==> src/hw/rtl/tsps_pkg.sv <==
// Package for the transport stream sync search block.
// Holds status codes, fixed widths, constants and the structs shared between modules.
// No dependencies.
`default_nettype none

package tsps_pkg;

  localparam int SHORT_PACKET = 188;
  localparam int LONG_PACKET  = 204;

  localparam int BYTE_W   = 8;
  localparam int OFFSET_W = 16;
  localparam int SEEN_W   = 17;

  localparam logic [BYTE_W-1:0]   SYNC_BYTE        = 8'h47;
  localparam logic [SEEN_W-1:0]   SEEN_MAX         = 17'h1FFFF;
  localparam logic [OFFSET_W-1:0] MAX_OFFSET_RESET = 16'd19787;

  typedef enum logic [1:0] {
    STATUS_SHORT = 2'd0,
    STATUS_LONG  = 2'd1,
    STATUS_NONE  = 2'd2
  } status_t;

  // Registered input transaction, byte already reduced to a sync flag
  typedef struct packed {
    logic valid;
    logic is_sync;
    logic eow;
  } stage_t;

  // Tap test results of the flag delay line
  typedef struct packed {
    logic short_hit;
    logic long_hit;
  } taps_t;

endpackage

`default_nettype wire

==> src/hw/rtl/tsps_in_if.sv <==
// Input channel of the sync search: one window byte per transaction.
// Depends on tsps_pkg.
`default_nettype none

interface tsps_in_if;
  logic                        valid;
  logic                        ready;
  logic [tsps_pkg::BYTE_W-1:0] data_byte;
  logic                        end_of_window;

  modport source (output valid, output data_byte, output end_of_window, input ready);
  modport sink   (input valid, input data_byte, input end_of_window, output ready);
endinterface

`default_nettype wire

==> src/hw/rtl/tsps_out_if.sv <==
// Result channel of the sync search: packet length code and sync offset.
// Depends on tsps_pkg.
`default_nettype none

interface tsps_out_if;
  logic                          valid;
  logic                          ready;
  tsps_pkg::status_t             sync_status;
  logic [tsps_pkg::OFFSET_W-1:0] sync_offset;

  modport source (output valid, output sync_status, output sync_offset, input ready);
  modport sink   (input valid, input sync_status, input sync_offset, output ready);
endinterface

`default_nettype wire

==> src/hw/rtl/tsps_in_stage.sv <==
// Input register of the sync search: captures a byte transaction and flags 0x47.
// Depends on tsps_pkg.
`default_nettype none

module tsps_in_stage (
  input  wire logic                        clk,
  input  wire logic                        rst,
  input  wire logic                        valid,
  output logic                             ready,
  input  wire logic [tsps_pkg::BYTE_W-1:0] data_byte,
  input  wire logic                        end_of_window,
  input  wire logic                        advance,
  output tsps_pkg::stage_t                 stage
);

  assign ready = !stage.valid || advance;

  always_ff @(posedge clk) begin
    if (rst) begin
      stage.valid <= 1'b0;
    end else if (ready) begin
      stage.valid <= valid;
    end
    if (valid && ready) begin
      stage.is_sync <= (data_byte == tsps_pkg::SYNC_BYTE);
      stage.eow     <= end_of_window;
    end
  end

endmodule

`default_nettype wire

==> src/hw/rtl/tsps_sync_line.sv <==
// Delay line of sync flags, one bit per stored byte, with the 188 and 204 tap tests.
// Depends on tsps_pkg.
`default_nettype none

module tsps_sync_line #(
  parameter int SYNC_MATCHES = 5
) (
  input  wire logic clk,
  input  wire logic shift_en,
  input  wire logic is_sync,
  output tsps_pkg::taps_t taps
);

  localparam int HistDepth = (SYNC_MATCHES - 1) * tsps_pkg::LONG_PACKET + 1;

  logic [HistDepth-1:0] line;
  logic [HistDepth-1:0] line_next;
  logic [SYNC_MATCHES-1:0] short_taps;
  logic [SYNC_MATCHES-1:0] long_taps;

  // bit 0 is the newest byte; the candidate is the oldest one
  assign line_next = {line[HistDepth-2:0], is_sync};

  for (genvar k = 0; k < SYNC_MATCHES; k++) begin : g_tap
    assign short_taps[k] = line_next[HistDepth-1-k*tsps_pkg::SHORT_PACKET];
    assign long_taps[k]  = line_next[HistDepth-1-k*tsps_pkg::LONG_PACKET];
  end

  assign taps.short_hit = &short_taps;
  assign taps.long_hit  = &long_taps;

  always_ff @(posedge clk) begin
    if (shift_en) begin
      line <= line_next;
    end
  end

endmodule

`default_nettype wire

==> src/hw/rtl/tsps_search_core.sv <==
// Window control of the sync search: byte count, candidate range check and result register.
// Depends on tsps_pkg; drives the shift of tsps_sync_line.
`default_nettype none

module tsps_search_core #(
  parameter int SYNC_MATCHES = 5
) (
  input  wire logic                          clk,
  input  wire logic                          rst,
  input  wire tsps_pkg::stage_t              stage,
  input  wire tsps_pkg::taps_t               taps,
  input  wire logic [tsps_pkg::OFFSET_W-1:0] max_offset,
  input  wire logic                          out_ready,
  output logic                               advance,
  output logic                               shift_en,
  output logic                               out_valid,
  output tsps_pkg::status_t                  out_status,
  output logic [tsps_pkg::OFFSET_W-1:0]      out_offset
);

  localparam int HistDepth = (SYNC_MATCHES - 1) * tsps_pkg::LONG_PACKET + 1;
  localparam logic [tsps_pkg::SEEN_W-1:0] HistDepthW = tsps_pkg::SEEN_W'(HistDepth);

  logic [tsps_pkg::SEEN_W-1:0] seen;
  logic [tsps_pkg::SEEN_W-1:0] seen_next;
  logic                        done;
  logic                        done_next;
  logic [tsps_pkg::SEEN_W-1:0] seen_inc;
  logic [tsps_pkg::SEEN_W-1:0] cand;
  logic                        process;
  logic                        in_range;
  logic                        hit_short;
  logic                        hit_long;
  logic                        emit;
  tsps_pkg::status_t           status_next;

  assign advance  = !out_valid || out_ready;
  assign process  = stage.valid && advance;
  assign shift_en = process && !done && (seen != tsps_pkg::SEEN_MAX);

  assign seen_inc = seen + 1'b1;
  assign cand     = seen_inc - HistDepthW;
  assign in_range = (seen_inc >= HistDepthW) && ({1'b0, max_offset} >= cand);

  assign hit_short = shift_en && in_range && taps.short_hit;
  assign hit_long  = shift_en && in_range && !taps.short_hit && taps.long_hit;

  always_comb begin
    seen_next   = seen;
    done_next   = done;
    emit        = 1'b0;
    status_next = tsps_pkg::STATUS_NONE;
    if (shift_en) begin
      seen_next = seen_inc;
    end
    if (hit_short || hit_long) begin
      done_next   = 1'b1;
      emit        = 1'b1;
      status_next = hit_short ? tsps_pkg::STATUS_SHORT : tsps_pkg::STATUS_LONG;
    end
    if (process && stage.eow) begin
      // not_found only if nothing hit in this window
      if (!done_next) begin
        emit        = 1'b1;
        status_next = tsps_pkg::STATUS_NONE;
      end
      seen_next = '0;
      done_next = 1'b0;
    end
  end

  always_ff @(posedge clk) begin
    if (rst) begin
      seen      <= '0;
      done      <= 1'b0;
      out_valid <= 1'b0;
    end else begin
      seen <= seen_next;
      done <= done_next;
      if (advance) begin
        out_valid <= emit;
      end
    end
    if (advance && emit) begin
      out_status <= status_next;
      out_offset <= (status_next == tsps_pkg::STATUS_NONE) ? '0 : cand[tsps_pkg::OFFSET_W-1:0];
    end
  end

  a_eow_rearms: assert property (@(posedge clk) disable iff (rst)
    process && stage.eow |=> (seen == '0) && !done)
    else $error("window end did not rearm the search");

  a_hit_sets_done: assert property (@(posedge clk) disable iff (rst)
    (hit_short || hit_long) && !stage.eow |=> done)
    else $error("hit did not stop the search");

  a_ignore_after_hit: assert property (@(posedge clk) disable iff (rst)
    done && !(process && stage.eow) |=> $stable(seen))
    else $error("byte counted after a hit");

  a_none_zero_offset: assert property (@(posedge clk) disable iff (rst)
    out_valid && (out_status == tsps_pkg::STATUS_NONE) |-> out_offset == '0)
    else $error("not_found result carries an offset");

endmodule

`default_nettype wire

==> src/hw/rtl/ts_packet_sync_search.sv <==
// Transport stream sync search: top level wiring of input stage, flag line and window control.
// Depends on tsps_pkg, tsps_in_if, tsps_out_if, tsps_in_stage, tsps_sync_line, tsps_search_core.
//
// Finds the packet length (188 or 204) and the offset of the first sync byte
// in a search window of bytes. One byte is taken every clock; there is no
// stall of its own, only back-pressure from the result channel. A byte passes
// the input register and then the result register on its way to the result
// it causes. A candidate offset is tested once the (SYNC_MATCHES-1)*204+1
// bytes starting at it have arrived (817 by default), against 0x47 flags kept
// in a one-bit delay line. The first hit gives one result and the rest of the
// window is dropped; a window end without a hit gives not_found. Offsets
// above max_offset are not tested. Write max_offset only while idle.
`default_nettype none

module ts_packet_sync_search #(
  parameter int SYNC_MATCHES = 5
) (
  input  wire logic                          clk,
  input  wire logic                          rst,
  tsps_in_if.sink                            byte_in,
  tsps_out_if.source                         result_out,
  input  wire logic                          cfg_valid,
  output logic                               cfg_ready,
  input  wire logic [tsps_pkg::OFFSET_W-1:0] cfg_data
);

  logic [tsps_pkg::OFFSET_W-1:0] max_offset;
  tsps_pkg::stage_t              stage;
  tsps_pkg::taps_t               taps;
  logic                          advance;
  logic                          shift_en;

  assign cfg_ready = 1'b1;

  always_ff @(posedge clk) begin
    if (rst) begin
      max_offset <= tsps_pkg::MAX_OFFSET_RESET;
    end else if (cfg_valid && cfg_ready) begin
      max_offset <= cfg_data;
    end
  end

  tsps_in_stage u_in_stage (
    .clk           (clk),
    .rst           (rst),
    .valid         (byte_in.valid),
    .ready         (byte_in.ready),
    .data_byte     (byte_in.data_byte),
    .end_of_window (byte_in.end_of_window),
    .advance       (advance),
    .stage         (stage)
  );

  tsps_sync_line #(
    .SYNC_MATCHES (SYNC_MATCHES)
  ) u_sync_line (
    .clk      (clk),
    .shift_en (shift_en),
    .is_sync  (stage.is_sync),
    .taps     (taps)
  );

  tsps_search_core #(
    .SYNC_MATCHES (SYNC_MATCHES)
  ) u_search_core (
    .clk        (clk),
    .rst        (rst),
    .stage      (stage),
    .taps       (taps),
    .max_offset (max_offset),
    .out_ready  (result_out.ready),
    .advance    (advance),
    .shift_en   (shift_en),
    .out_valid  (result_out.valid),
    .out_status (result_out.sync_status),
    .out_offset (result_out.sync_offset)
  );

endmodule

`default_nettype wire

==> src/flat_wrapper.sv <==
// flat-port wrapper written by rule: the top's interface ports become plain ports
module ts_packet_sync_search_flat 
#(
  parameter int SYNC_MATCHES = 5
)
  (clk, rst, cfg_valid, cfg_ready, cfg_data, byte_in_valid, byte_in_data_byte, byte_in_end_of_window, byte_in_ready, result_out_valid, result_out_sync_status, result_out_sync_offset, result_out_ready);
  tsps_in_if byte_in_i ();
  tsps_out_if result_out_i ();
  input  wire logic clk;
  input  wire logic rst;
  input  wire logic cfg_valid;
  output logic cfg_ready;
  input  wire logic [tsps_pkg::OFFSET_W-1:0] cfg_data;
  input wire logic [$bits(byte_in_i.valid)-1:0] byte_in_valid;
  input wire logic [$bits(byte_in_i.data_byte)-1:0] byte_in_data_byte;
  input wire logic [$bits(byte_in_i.end_of_window)-1:0] byte_in_end_of_window;
  output wire logic [$bits(byte_in_i.ready)-1:0] byte_in_ready;
  output wire logic [$bits(result_out_i.valid)-1:0] result_out_valid;
  output wire logic [$bits(result_out_i.sync_status)-1:0] result_out_sync_status;
  output wire logic [$bits(result_out_i.sync_offset)-1:0] result_out_sync_offset;
  input wire logic [$bits(result_out_i.ready)-1:0] result_out_ready;
  assign byte_in_i.valid = byte_in_valid;
  assign byte_in_i.data_byte = byte_in_data_byte;
  assign byte_in_i.end_of_window = byte_in_end_of_window;
  assign byte_in_ready = byte_in_i.ready;
  assign result_out_valid = result_out_i.valid;
  assign result_out_sync_status = result_out_i.sync_status;
  assign result_out_sync_offset = result_out_i.sync_offset;
  assign result_out_i.ready = result_out_ready;
  ts_packet_sync_search #(.SYNC_MATCHES(SYNC_MATCHES)) u_core (.clk(clk), .rst(rst), .byte_in(byte_in_i), .result_out(result_out_i), .cfg_valid(cfg_valid), .cfg_ready(cfg_ready), .cfg_data(cfg_data));
endmodule
==> config.mk <==
export PLATFORM = sky130hd
export DESIGN_NAME = ts_packet_sync_search_flat
export DESIGN_NICKNAME = d
export VERILOG_FILES = /design/src/hw/rtl/tsps_pkg.sv /design/src/hw/rtl/tsps_in_if.sv /design/src/hw/rtl/tsps_out_if.sv /design/src/hw/rtl/tsps_in_stage.sv /design/src/hw/rtl/tsps_sync_line.sv /design/src/hw/rtl/tsps_search_core.sv /design/src/hw/rtl/ts_packet_sync_search.sv /design/src/flat_wrapper.sv
export SDC_FILE = /design/constraint.sdc
export NUM_CORES = 1
export LEC_CHECK = 0
export BUFFER_PORTS_ARGS = -buffer_cell sky130_fd_sc_hd__buf_2
export CORE_UTILIZATION = 55
export CTS_CLUSTER_SIZE = 12
export DETAILED_ROUTE_END_ITERATION = 7
export PLACE_DENSITY = 0.82
export SLEW_MARGIN = 40
export SYNTH_ARGS = -nofsm -noshare
export SYNTH_HDL_FRONTEND = slang
export SYNTH_HIERARCHICAL = 1
export SYNTH_SLANG_ARGS = --single-unit
==> constraint.sdc <==
create_clock -name clk -period 51.5 [get_ports clk]
set_input_delay 7.725 -clock clk [delete_from_list [all_inputs] [get_ports clk]]
set_output_delay 7.725 -clock clk [all_outputs]
set_load 0.02 [all_outputs]
==> impl_metrics.py, run 1 <==
metrics = {
    "worst_setup_path": {
        "critPathCaptureType": "primary output",
        "crit_path_start_kind": "input pin",
        "path_max_fanout": 5,
        "worst-setup-path-type": "in2out",
        "worstPathRequired_ns": 43.78,
        "worstPathArrival_ns": 8.66,
    },
    "sta": {
        "period_needed_ns": 16.39,
        "hold_viol": 0,
        "worst_slew_pin_slew_ns": 0.7942,
        "relSlewSlack": 0.4705,
        "maxSlewViolCount": 0,
        "setup-violations-final": 0,
        "finalCritPeriodShare": 0.3182,
        "setup_tns_ns": 0,
        "rsz0062_at_grt": "no",
        "fmax_mhz": 61.02,
        "skew_ns": 0.03215,
    },
    "final_layout": {
        "n_fill_cell": 3291,
        "final_common_cell": "edfxtp_1",
        "syn2layout_area_growth_pct": 12.02,
        "drive_above_1_share": 0.1315,
        "multi_input_comb_area_um2": 2071,
        "n_antenna_cell": 0,
        "most-common-layout-cells": "edfxtp_1, clkbuf_16, nor2_1",
        "area.sequential_um2": 25820,
        "layout.nets": 1368,
    },
    "global_route": {
        "grt_use_total": 0.1594,
        "grt_pass1_wl_um": 63150,
        "grt-ovfl-total": 0,
        "first_global_vias": 10893,
        "grt_max_degree": 114,
        "grt_antenna_before_repair": 0,
    },
    "floorplan": {
        "core_um2": 50270,
        "die_h_um": 228.0,
        "start_util": 0.5585,
        "num_io_pins": 51,
        "die-area_um2": 51960,
        "fp.dieW_um": 228.0,
        "num_rows": 82,
    },
    "clock_network": {
        "clk_latency_ns": 0.61,
        "cts_tree": "done",
        "clock-sinks": 872,
        "cts_buffers": 84,
        "cts_buffer_depth": 3,
        "post_cts_resize_count": 0,
        "cts_root_buf": "clkbuf_16",
        "hold_buffers": 0,
        "clkTransAtPathRegs_ns": 0.06,
        "cts_max_level": 3,
        "cts_setup_buffers": 0,
    },
    "pwr": {
        "p_total_w": 0.001349,
        "p_leak_nw": 7.839,
        "power.density_nw_per_um2": 42.89,
        "peakVddDrop_uv": 27.24,
    },
    "placement": {
        "portBuffers": 49,
        "dp_hpwl_um": 17550,
        "globalplace.congestion": 0.7767,
    },
    "synthesis": {
        "syn_inst": 1199,
        "synth_ff_type": "edfxtp_1",
        "async_flop_share": 0,
        "ys_seq_area_frac": 0.9197,
        "synth_edf_count": 836,
        "avgSynthCellArea_um2": 23.42,
        "netlist_area_um2": 28080,
        "ys_ff_latch": 872,
        "yosys.cell_types.count": 65,
        "yosysWarnings": 6,
        "syn_nets": 1248,
    },
    "detailed_routing": {
        "avgRoutedWirePerCell_um": 19.99,
        "drtIter0Drc": 1137,
        "dr_total_vias": 10807,
        "firstDrtPassIters": 5,
        "ant_nets": 0,
        "drc": 0,
        "via_per_inst": 5.355,
        "drt-total-wl_um": 40340,
    },
    "flow_run": {
        "max-cap-violations": 0,
    },
    "hold_path": {
        "hp-class": "reg2reg",
    },
    "outcome": {
        "status": "finished, final reports clean",
    },
}
## per-layer routing
layer  share of wire  vias to the layer above  global-route usage
li1                -                     4902                   -
met1            0.46                     5487              0.2302
met2            0.47                      353              0.2441
met3           0.053                       65             0.03225
met4           0.020                        0             0.05914
met5               0                        -                   0
## per-stage QoR
stage	hold WS [ns]	setup slack (ns)	util	cell area (um^2)	std cells
6_report	0.4034	35.11	0.6257	31460	2018
5_1_grt	0.4062	35.06	0.6257	31460	2018
4_1_cts	0.4028	35.12	0.6253	31440	2018
3_5_place_dp	0.4045	35.13	0.5796	29140	1905
3_3_place_gp	0.4029	35.17	0.5787	29090	1904
2_1_floorplan	0.4003	18.76	-	28080	1199
## synth_stat cells (4+ instances only)
cell,instances,area [um^2]
a211o_1,9,78.83
a21o_1,4,30.03
a21oi_1,13,65.06
and2b_4,5,50.05
buf_2,5,25.02
buf_4,8,60.06
clkbuf_1,6,22.52
dfxtp_1,36,720.7
edfxtp_1,836,25100
ha_1,19,237.7
inv_1,9,33.78
mux2i_1,12,120.1
nand2_1,30,112.6
nand3_1,14,70.07
nand4_1,7,43.79
nor2_1,51,191.4
nor2b_1,5,31.28
nor3_1,6,30.03
o21a_1,4,30.03
o21ai_0,10,50.05
or3_1,5,31.28
xnor2_1,22,192.7
xor2_1,15,131.4
## report_power, final
group	internal (W)	switching [W]	leakage, nW
Combinational	0.00000516	0.0000175	1.10
Sequential	0.000778	0.00000158	5.63
Clock	0.000307	0.000240	1.12
## cell type report
type,instances,area share
sequential,872,0.8210
clock buffer,103,0.06977
clock inverter,10,0.003222
tap,672,0.02673
multi-input combinational,292,0.06583
inverter,9,0.001074
timing repair buffer,60,0.01237
## worst max-delay path, stage by stage
cell	delay, ns
buf_2	0.10
nor2b_1	0.43
inv_1	0.09
nand2b_4	0.16
buf_2	0.16
## cell families after synthesis
group                    synth area share
adder cells (fa/ha/maj)          0.008466
other                           0.0001335
AND/OR/NAND/NOR                   0.03124
buffers and inverters            0.007352
multiplexers                     0.004278
AO/OA/AOI/OAI                     0.01729
flip-flops                         0.9197
XOR/XNOR                          0.01154
## final timing paths
kind                                      from                                  to  slack (ns)  cells past startpoint
hold reg to reg    u_core/u_sync_line/line[46]         u_core/u_sync_line/line[47]        0.40                      0
hold / removal     u_core/u_sync_line/line[46]         u_core/u_sync_line/line[47]        0.40                      0
setup reg to reg  u_core/u_search_core/seen[0]  u_core/u_search_core/out_offset[3]       45.95                     16
setup / recovery              result_out_ready                       byte_in_ready       35.11                      5
## flip-flops by register name, indices dropped and copies added (netlist names)
name and count:
u_core/u_search_core/done 1, u_core/u_sync_line/line 816, u_core/u_in_stage/stage 3, u_core/max_offset 16, u_core/u_search_core/out_status 2, u_core/u_search_core/out_valid 1
u_core/u_search_core/seen 17, u_core/u_search_core/out_offset 16
Power figures use the tool's default switching activity.
==> run 2, diff against run 1 <==
==> constraint.sdc (replaced) <==
create_clock -name clk -period 17 [get_ports clk]
set_input_delay 2.55 -clock clk [delete_from_list [all_inputs] [get_ports clk]]
set_output_delay 2.55 -clock clk [all_outputs]
set_load 0.02 [all_outputs]
==> run 2 against run 1 <==
Sequential share of layout area fell by 0.20 points. Critical path type unchanged. Via count is 0.23% lower. Flip-flop and latch count unchanged. Clock-buffer cell count rose by 10. Register-to-register slack got worse by 34 ns. Worst hold slack got worse by 0.0053 ns. Design area rose by 0.25%. Combinational power grew to 3.1 times the previous value.
==> impl_metrics.py, run 2 (synthesis results as in run 1) <==
metrics = {
    "worst_setup_path": {
        "worstPathArrival_ns": 3.49,
        "critPathCaptureType": "primary output",
        "rrSetupSlack_ns": 11.49,
        "worst-setup-path-type": "in2out",
        "worstPathRequired_ns": 14.45,
        "critPathLaunch": "result_out_ready",
        "cp_top_family": "simple AND/OR/NAND/NOR gates",
        "crit_chain": "buf_2 -> nor2b_1 -> inv_1 -> nand2b_4 -> buf_2",
        "crit_top_cell": "buf_2",
        "rr_endpoint": "u_core/u_search_core/out_offset[7]",
        "crit_slowest_cell": "nor2b_1",
        "timing.critical_path.buf_inv": 3,
        "rr_worst_depth": 16,
        "path_max_fanout": 5,
        "cp_num_cells": 5,
        "crit_path_start_kind": "input pin",
        "endpoint": "byte_in_ready",
        "r2r-start": "u_core/u_search_core/seen[0]",
        "slowest_delay_ns": 0.44,
    },
    "sta": {
        "finalCritPeriodShare": 0.3555,
        "rsz0062_at_grt": "no",
        "maxSlewViolCount": 0,
        "fmax_mhz": 165.5,
        "skew_ns": 0.03267,
        "setup_slack_ns": 10.96,
        "setup-violations-final": 0,
        "hold_viol": 0,
        "period_needed_ns": 6.044,
        "setup_tns_ns": 0,
        "worst_slew_pin_slew_ns": 0.8027,
        "relSlewSlack": 0.4649,
    },
    "floorplan": {
        "fp.dieW_um": 228.0,
        "num_io_pins": 51,
        "die_h_um": 228.0,
        "die-area_um2": 51960,
        "start_util": 0.5585,
        "num_rows": 82,
        "core_um2": 50270,
    },
    "placement": {
        "globalplace.congestion": 0.8647,
        "portBuffers": 49,
        "post-place-ws_ns": 10.60,
        "dp_hpwl_um": 17970,
    },
    "global_route": {
        "grt_util_met1": 0.2364,
        "first_global_vias": 10842,
        "grt_max_degree": 116,
        "grt-ovfl-total": 0,
        "grt_use_total": 0.1590,
        "grt_antenna_before_repair": 0,
        "grt_pass1_wl_um": 62610,
        "gr-usage-met2": 0.2327,
        "grtUsageMet3": 0.03413,
        "busiest_layer": "met1",
    },
    "clock_network": {
        "post_cts_resize_count": 0,
        "clk_latency_ns": 0.63,
        "cts_tree": "done",
        "cts_setup_buffers": 0,
        "hold_buffers": 0,
        "cts_max_level": 3,
        "cts_buffers": 84,
        "clkTransAtPathRegs_ns": 0.06,
        "clock-sinks": 872,
        "cts_buffer_depth": 3,
        "cts_root_buf": "clkbuf_16",
    },
    "final_layout": {
        "drive_above_1_share": 0.1341,
        "largestRegisters": "u_core/u_sync_line/line x816, u_core/u_search_core/seen x17",
        "regMostFlops": "u_core/u_sync_line/line",
        "layout.nets": 1368,
        "n_fill_cell": 3274,
        "n_antenna_cell": 0,
        "final_common_cell": "edfxtp_1",
        "most-common-layout-cells": "edfxtp_1, clkbuf_16, nor2_1",
        "largest_register_ffs": 816,
        "syn2layout_area_growth_pct": 12.30,
        "utilization": 0.6272,
    },
    "detailed_routing": {
        "ant_nets": 0,
        "drc": 0,
        "firstDrtPassIters": 5,
        "drtIter0Drc": 883,
        "via_per_inst": 5.314,
        "avgRoutedWirePerCell_um": 19.79,
        "dr_total_vias": 10782,
        "drt-total-wl_um": 40160,
    },
    "pwr": {
        "p_leak_nw": 7.872,
        "power.density_nw_per_um2": 129.6,
        "peakVddDrop_uv": 64.16,
    },
    "hold_path": {
        "hp-class": "reg2reg",
    },
    "outcome": {
        "status": "finished, final reports clean",
    },
    "flow_run": {
        "max-cap-violations": 0,
    },
}
-- run 2: cell count changes in the layout (fill, tap and decap cells not counted), sizes merged --
cell	change
bufinv	-2
inv	+3
clkbuf	+9
buf	+1
-- run 2: report_power, final --
group | leakage, nW | switching (W) | total (W) | internal [W]
sequential | 5.63 | 0.00000536 | 0.00236 | 0.00236
combinational | 1.10 | 0.0000545 | 0.0000710 | 0.0000165
clock | 1.14 | 0.000727 | 0.00165 | 0.000927
total | 7.87 | 0.000787 | 0.00409 | 0.00330
-- run 2: through the flow --
stage | hold slack [ns] | area (um^2) | power, W | std cells
after floorplan | 0.4003 | 28080 | 0.002508 | 1199
after global placement | 0.4003 | 29100 | 0.002474 | 1903
after detailed placement | 0.4045 | 29170 | 0.002480 | 1905
after CTS | 0.3922 | 31520 | 0.004140 | 2029
after global routing | 0.3959 | 31530 | 0.004221 | 2029
final | 0.3981 | 31530 | 0.004088 | 2029
-- run 2: routing by layer --
layer  share of wire  wire (um)  up-vias
met1            0.47      18750     5433
met4           0.025       1020        0
li1                -          -     4922
met3           0.057       2276       79
met2            0.45      18110      348
met5               0          0        -
-- run 2: worst min path at each step --
stage / from / to / slack (ns) / cells after the start
4_1_cts: u_core/u_sync_line/line[150] / u_core/u_sync_line/line[151] / 0.39 / 0
3_3_place_gp: u_core/u_sync_line/line[645] / u_core/u_sync_line/line[646] / 0.40 / 0
2_1_floorplan: u_core/u_sync_line/line[99] / u_core/u_sync_line/line[100] / 0.40 / 0
6_report: u_core/u_sync_line/line[150] / u_core/u_sync_line/line[151] / 0.40 / 0
5_1_grt: u_core/u_sync_line/line[150] / u_core/u_sync_line/line[151] / 0.40 / 0
3_5_place_dp: u_core/u_sync_line/line[132] / u_core/u_sync_line/line[133] / 0.40 / 0
-- run 2: layout make-up --
class	count	area [um^2]	area share
Multi-Input combinational cell	292	2071	0.06567
Tap cell	672	840.8	0.02666
Clock inverter	11	77.57	0.002460
Timing Repair Buffer	60	411.6	0.01305
Clock buffer	113	2273	0.07210
Inverter	9	33.78	0.001071
Sequential cell	872	25820	0.8190
